**config.mk**
```make
export PLATFORM = sky130hd
export DESIGN_NAME = longest_unique_window_tracker
export DESIGN_NICKNAME = d
export VERILOG_FILES = /design/src/hdl/luwt_pkg.sv /design/src/hdl/longest_unique_window_tracker.sv
export SDC_FILE = /design/constraint.sdc
export NUM_CORES = 2
export LEC_CHECK = 0
export BUFFER_PORTS_ARGS = -buffer_cell sky130_fd_sc_hd__buf_2
export CORE_MARGIN = 8
export CORE_UTILIZATION = 49
export CTS_BUF_LIST = sky130_fd_sc_hd__clkbuf_4
export DETAILED_ROUTE_END_ITERATION = 12
export PLACE_DENSITY = 0.75
export SYNTH_ARGS = -nofsm -noshare
export SYNTH_HDL_FRONTEND = slang
export SYNTH_SLANG_ARGS = --single-unit
```
**constraint.sdc**
```tcl
create_clock -name clk -period 12.8 [get_ports clk]
set_input_delay 0.64 -clock clk [delete_from_list [all_inputs] [get_ports clk]]
set_output_delay 0.64 -clock clk [all_outputs]
set_load 0.1 [all_outputs]
```
**src/hdl/luwt_pkg.sv**
```systemverilog
// ----------------------------------------------------------------------------
// luwt_pkg
// Shared widths for the longest unique window tracker.
// ----------------------------------------------------------------------------
package luwt_pkg;

    // width of one input byte
    localparam int SYMBOL_W = 8;

    // width of the reported window and best lengths
    localparam int LEN_W = 17;

endpackage

```
**src/hdl/longest_unique_window_tracker.sv**
```systemverilog
// ----------------------------------------------------------------------------
// longest_unique_window_tracker
// Streams a string one byte per word and reports the length of the
// repeat-free window ending at each byte and the best length so far.
// ----------------------------------------------------------------------------
// The block takes one byte every clock cycle while the output side does not
// stall and returns one result word per byte, registered through stage one
// and the output register; an output stall holds the input back only once
// both the result register and the stage behind it are full.
// The rate is set by one read and one write per byte of the last-position
// memory (ALPHABET_SIZE entries, registered read); a byte that directly
// follows a byte of the same symbol gets the fresh position through
// a forwarding register. Seen marks sit in flip-flops so that the byte flagged
// end_of_string clears them, the counters and the overflow flag at once; the
// next string may start in the very next cycle. Counters saturate after
// MAX_STRING_LENGTH bytes and raise overflow until the string ends.
module longest_unique_window_tracker
    import luwt_pkg::*;
#(
    parameter int ALPHABET_SIZE     = 256,
    parameter int MAX_STRING_LENGTH = 65536
)
(
    input  logic                clk,
    input  logic                rst_n,
    input  logic                in_valid,
    output logic                in_ready,
    input  logic [SYMBOL_W-1:0] symbol,
    input  logic                end_of_string,
    output logic                out_valid,
    input  logic                out_ready,
    output logic [LEN_W-1:0]    window_length,
    output logic [LEN_W-1:0]    best_length,
    output logic                final_result,
    output logic                overflow
);

    localparam int SYM_W = (ALPHABET_SIZE > 1) ? $clog2(ALPHABET_SIZE) : 1;
    localparam int PW    = $clog2(MAX_STRING_LENGTH);
    localparam int CW    = PW + 1;

    // reciprocal of the alphabet size, exact quotient for any byte
    localparam int RECIP_SH = 2 * SYMBOL_W;
    localparam logic [RECIP_SH:0] RECIP =
        (RECIP_SH+1)'(((1 << RECIP_SH) + ALPHABET_SIZE - 1) / ALPHABET_SIZE);

    // reduce a byte modulo the alphabet size by reciprocal multiplication
    function automatic logic [SYM_W-1:0] reduce_symbol(input logic [SYMBOL_W-1:0] s);
        logic [SYMBOL_W+RECIP_SH:0] prod;
        logic [SYMBOL_W-1:0]        quot;
        logic [RECIP_SH:0]          qa;
        logic [SYMBOL_W-1:0]        rem;
        prod = {{(RECIP_SH+1){1'b0}}, s} * {{SYMBOL_W{1'b0}}, RECIP};
        quot = prod[RECIP_SH +: SYMBOL_W];
        qa   = {{(SYMBOL_W+1){1'b0}}, quot} * (RECIP_SH+1)'(ALPHABET_SIZE);
        rem  = s - qa[SYMBOL_W-1:0];
        return rem[SYM_W-1:0];
    endfunction

    // last-position memory
    logic [PW-1:0] last_pos_mem [ALPHABET_SIZE];
    logic [PW-1:0] rd_data_reg;

    // stage one: word waiting for the memory data
    logic             s1_valid_reg;
    logic [SYM_W-1:0] s1_sym_reg;
    logic             s1_last_reg;
    logic             fwd_hit_reg;
    logic [PW-1:0]    fwd_data_reg;

    // running state
    logic [ALPHABET_SIZE-1:0] seen_reg;
    logic [CW-1:0]            pos_count_reg;
    logic [PW-1:0]            window_start_reg;
    logic [CW-1:0]            best_reg;
    logic                     ovf_reg;

    // output word
    logic             out_valid_reg;
    logic [LEN_W-1:0] wlen_out_reg;
    logic [LEN_W-1:0] best_out_reg;
    logic             final_out_reg;
    logic             ovf_out_reg;

    logic             in_fire;
    logic             s1_fire;
    logic [SYM_W-1:0] in_sym;
    logic             ovf_now;
    logic [PW-1:0]    lp;
    logic             hit;
    logic [PW-1:0]    window_start_next;
    logic [CW-1:0]    wlen;
    logic [CW-1:0]    best_next;
    logic             mem_we;

    // handshake
    assign s1_fire  = s1_valid_reg && (!out_valid_reg || out_ready);
    assign in_ready = !s1_valid_reg || s1_fire;
    assign in_fire  = in_valid && in_ready;
    assign in_sym   = reduce_symbol(symbol);

    // window update for the word in stage one
    always_comb
    begin
        ovf_now           = pos_count_reg >= CW'(MAX_STRING_LENGTH);
        lp                = fwd_hit_reg ? fwd_data_reg : rd_data_reg;
        hit               = seen_reg[s1_sym_reg] && (lp >= window_start_reg);
        window_start_next = window_start_reg;
        best_next         = best_reg;
        if (ovf_now)
        begin
            wlen = pos_count_reg - CW'(window_start_reg);
        end
        else
        begin
            if (hit)
            begin
                window_start_next = lp + PW'(1);
            end
            wlen = pos_count_reg - CW'(window_start_next) + CW'(1);
            if (wlen > best_reg)
            begin
                best_next = wlen;
            end
        end
        mem_we = s1_fire && !ovf_now;
    end

    // memory write and registered read
    always_ff @(posedge clk)
    begin
        if (mem_we)
        begin
            last_pos_mem[s1_sym_reg] <= pos_count_reg[PW-1:0];
        end
        if (in_fire)
        begin
            rd_data_reg <= last_pos_mem[in_sym];
        end
    end

    // stage one payload and forwarding of a same-cycle write
    always_ff @(posedge clk)
    begin
        if (in_fire)
        begin
            s1_sym_reg   <= in_sym;
            s1_last_reg  <= end_of_string;
            fwd_hit_reg  <= mem_we && (s1_sym_reg == in_sym);
            fwd_data_reg <= pos_count_reg[PW-1:0];
        end
    end

    // output payload
    always_ff @(posedge clk)
    begin
        if (s1_fire)
        begin
            wlen_out_reg  <= LEN_W'(wlen);
            best_out_reg  <= LEN_W'(best_next);
            final_out_reg <= s1_last_reg;
            ovf_out_reg   <= ovf_reg || ovf_now;
        end
    end

    // control and running state
    always_ff @(posedge clk or negedge rst_n)
    begin
        if (!rst_n)
        begin
            s1_valid_reg     <= 1'b0;
            out_valid_reg    <= 1'b0;
            seen_reg         <= '0;
            pos_count_reg    <= '0;
            window_start_reg <= '0;
            best_reg         <= '0;
            ovf_reg          <= 1'b0;
        end
        else
        begin
            if (in_fire)
            begin
                s1_valid_reg <= 1'b1;
            end
            else if (s1_fire)
            begin
                s1_valid_reg <= 1'b0;
            end

            if (s1_fire)
            begin
                out_valid_reg <= 1'b1;
            end
            else if (out_ready)
            begin
                out_valid_reg <= 1'b0;
            end

            if (s1_fire)
            begin
                if (s1_last_reg)
                begin
                    seen_reg         <= '0;
                    pos_count_reg    <= '0;
                    window_start_reg <= '0;
                    best_reg         <= '0;
                    ovf_reg          <= 1'b0;
                end
                else if (ovf_now)
                begin
                    ovf_reg <= 1'b1;
                end
                else
                begin
                    seen_reg[s1_sym_reg] <= 1'b1;
                    pos_count_reg        <= pos_count_reg + CW'(1);
                    window_start_reg     <= window_start_next;
                    best_reg             <= best_next;
                end
            end
        end
    end

    assign out_valid     = out_valid_reg;
    assign window_length = wlen_out_reg;
    assign best_length   = best_out_reg;
    assign final_result  = final_out_reg;
    assign overflow      = ovf_out_reg;

endmodule
```
==> summary.txt <==
Crit path launch type: register
Most common cell after layout, fill and taps aside: edfxtp_1
Power per cell area: 153.2 nW/um^2
Leakage: 0.07042 uW
Final Hold Vio Count: 0
Multi-input logic area: 40,150 sq um
Endpoint of the worst-slack reg-to-reg timing path: best_reg[1]
CTS Buf Count: 1,149
Final period utilization: 0.7801
H-tree depth: 7
Grt total ovfl: 0
Input/output buffers: 50
CP max FO: 33
Met3 Wirelength: 52,750 um
Yosys top cell area share: 0.7163
Fill cells: 25,920
Main synth FF type: edfxtp_1
Mapped cell area: 175,000 sq um
Routed metal-1 wire length: 154,700 um
Crit end category: register
Sink Count: 4,483
Status: complete, but fails checks
Initial DRC Count: 11,840
Worst skew pair latency: 1660 ps
Largest net degree at the start of global routing: 232
Total wire length: 438,000 um
Worst Path Required: 14,340 ps
CTS tree: yes
Via Count: 88,980
Vias/cell: 6.221
Top Layer Used: met5
Worst relative slew slack: -0.01882
Final Critical Period: 9985 ps
Failing checks: slew limit
Die W: 613.6 um
Slowest stage delay, CP: 1260 ps
Largest register FFs: 4,096
Synth Register Bits: 4,483
Root buffer cell: clkbuf_4
Wirelength per Cell: 30.62 um
Reg2reg path depth: 30
Die height: 613.6 um
GP Congestion: 0.8548
Cell variety after synth: 69
Syn_area_per_cell: 22.80 sq um
Area leader, netlist: edfxtp_1
Setup TNS: 0 ps
Worst-Margin Slew: 1528 ps
Max Root-Sink Buffers: 5
Crit path buffers/inverters: 3
Yosys warns: 0
Commonest cells after routing, fill and taps aside: 4,174 x edfxtp_1, 1,609 x clkbuf_4, 1,399 x mux4_2
Starting Density: 0.4920
Family with the most delay on the worst path: compound AO/OA/AOI/OAI gates
Setup-failing EPs final: 0
Core area: 355,700 sq um
Critical path's slowest cell: a221oi_1
Layout cells sized above 1: 0.3722
Die ar.: 376,500 sq um
Max cap viols: 0
Top post-synthesis cells by area: edfxtp_1 72%, mux4_2 18%, dfrtp_1 4.4%
Cell depth of the worst setup path: 30
Antenna-violating nets left: 0
Final net count: 8,906
Number of global-route vias before repair: 91,930
Register area share after synthesis: 0.7605
Asr flop ratio synth: 0.06893
RSZ-0062 raised after global routing: false
Arr. time, crit path: 11,520 ps
Hpwl dp: 247,800 um
Setup CP Type: register to register
Row Count: 219
Synth Net Count: 7,772
Global-route wire length before repair: 630,700 um
Crit path to: best_reg[1]
I/O pins: 51
R2r startpoint: fwd_hit_reg
CP dominant cell by count: ha_1
Final Max Tran Viols: 1
Antenna violations before repair: 25
Syn Inst Count: 7,674
All-Layer GR Usage: 0.2338
Area grow syn2layout: 12.18%
Clock Skews: 134.3 ps
Post-synth EDFFs: 4,174
Post-CTS Resized: 0
Drt first pass iters: 8
Worst setup path startpoint: fwd_hit_reg
Power Total: 30,070 uW
Max Freq: 0.1002 GHz
Flop-to-flop setup slack: 2820 ps
IR drop worst, VDD: 105.3 uV
HP Class: primary input to asynchronous set/reset pin
WL met2: 213,100 um
Clock transition at the registers of the reported paths: 70 ps
DR DRC count: 0
Register area: 133,100 sq um
[cell families after synthesis]
logic type      after synthesis  share of synthesized area
compound gates              499                    0.02028
buf+inv                     480                    0.01164
fa+ha+maj                    85                   0.006164
flops                      4483                     0.7605
xor+xnor                     54                   0.002703
simple gates                616                    0.01519
mux                        1457                     0.1835
[synth_stat cells (4+ instances only)]
master	instances
o21a_1	247
nor2_1	340
o311ai_1	10
dfrtp_1	309
mux4_2	1399
nand3b_1	4
xor2_1	19
o22ai_1	8
a21oi_1	61
buf_1	52
nand3_1	32
a22oi_1	36
nand2_1	131
nor3_1	12
inv_1	53
ha_1	83
xnor2_1	35
o211ai_1	8
mux2i_1	37
edfxtp_1	4174
a21o_1	14
nand2b_1	13
a311o_1	4
buf_4	14
buf_2	103
a211oi_1	9
a22o_1	18
nor3b_1	4
o21ai_0	45
clkbuf_1	249
a31oi_1	5
and3_1	7
buf_6	7
nor4_1	9
mux2_2	21
nor2b_1	13
nand4_1	24
o31ai_1	4
and2_1	9
or3_1	7
[cell type report]
type                            count  area share
Antenna cell                       18   0.0002295
Clock inverter                    269    0.007630
Timing Repair Buffer              409     0.01653
Inverter                           54    0.001033
Sequential cell                  4483      0.6782
Tap cell                         4751     0.03028
Clock buffer                     1609     0.06154
Multi-Input combinational cell   2711      0.2045
[metrics by stage]
| stage | std cells | hold slack [ps] | utilization | setup slack [ps] | area (sq um) |
|---|---|---|---|---|---|
| final | 14300 | 222.7 | 0.5519 | 2815 | 196300 |
| after floorplan | 7674 | 344.4 | - | 4604 | 175000 |
| after global placement | 12390 | 466.0 | 0.5130 | 3110 | 182500 |
| after detailed placement | 12390 | 473.8 | 0.5130 | 3077 | 182500 |
| after global routing | 14300 | 133.1 | 0.5519 | 2217 | 196300 |
| after CTS | 14290 | 41.13 | 0.5518 | 3022 | 196200 |
[worst min-delay path, delay by kind of cell]
kind     cells  cell delay [ps]
buf+inv      4             1590
[power by group]
| part | switching [uW] | internal (uW) |
|---|---|---|
| clock | 5500 | 6100 |
| combinational | 1510 | 671 |
| sequential | 127 | 16200 |
| total | 7140 | 22900 |
[layer usage]
layer / vias to the layer above / GRT usage
met5: - / 0
met4: 6 / 0.1048
met3: 913 / 0.06853
met2: 5936 / 0.3707
met1: 46650 / 0.3023
li1: 35480 / -
[worst min path at each step]
| stage | end | slack [ps] | cells after the start |
|---|---|---|---|
| 6_report | best_reg[5] | 220 | 4 |
| 5_1_grt | best_reg[7] | 130 | 4 |
| 4_1_cts | best_reg[5] | 40 | 4 |
| 3_5_place_dp | window_start_reg[2] | 470 | 2 |
| 3_3_place_gp | window_start_reg[2] | 470 | 2 |
| 2_1_floorplan | best_reg[0] | 340 | 0 |
[what timing repair did]
action,4_1_cts,5_1_grt
hold buffers,19,0
endpoints found under the hold margin,311,0
buffers inserted,0,0
(Power assumes the default switching activity.)
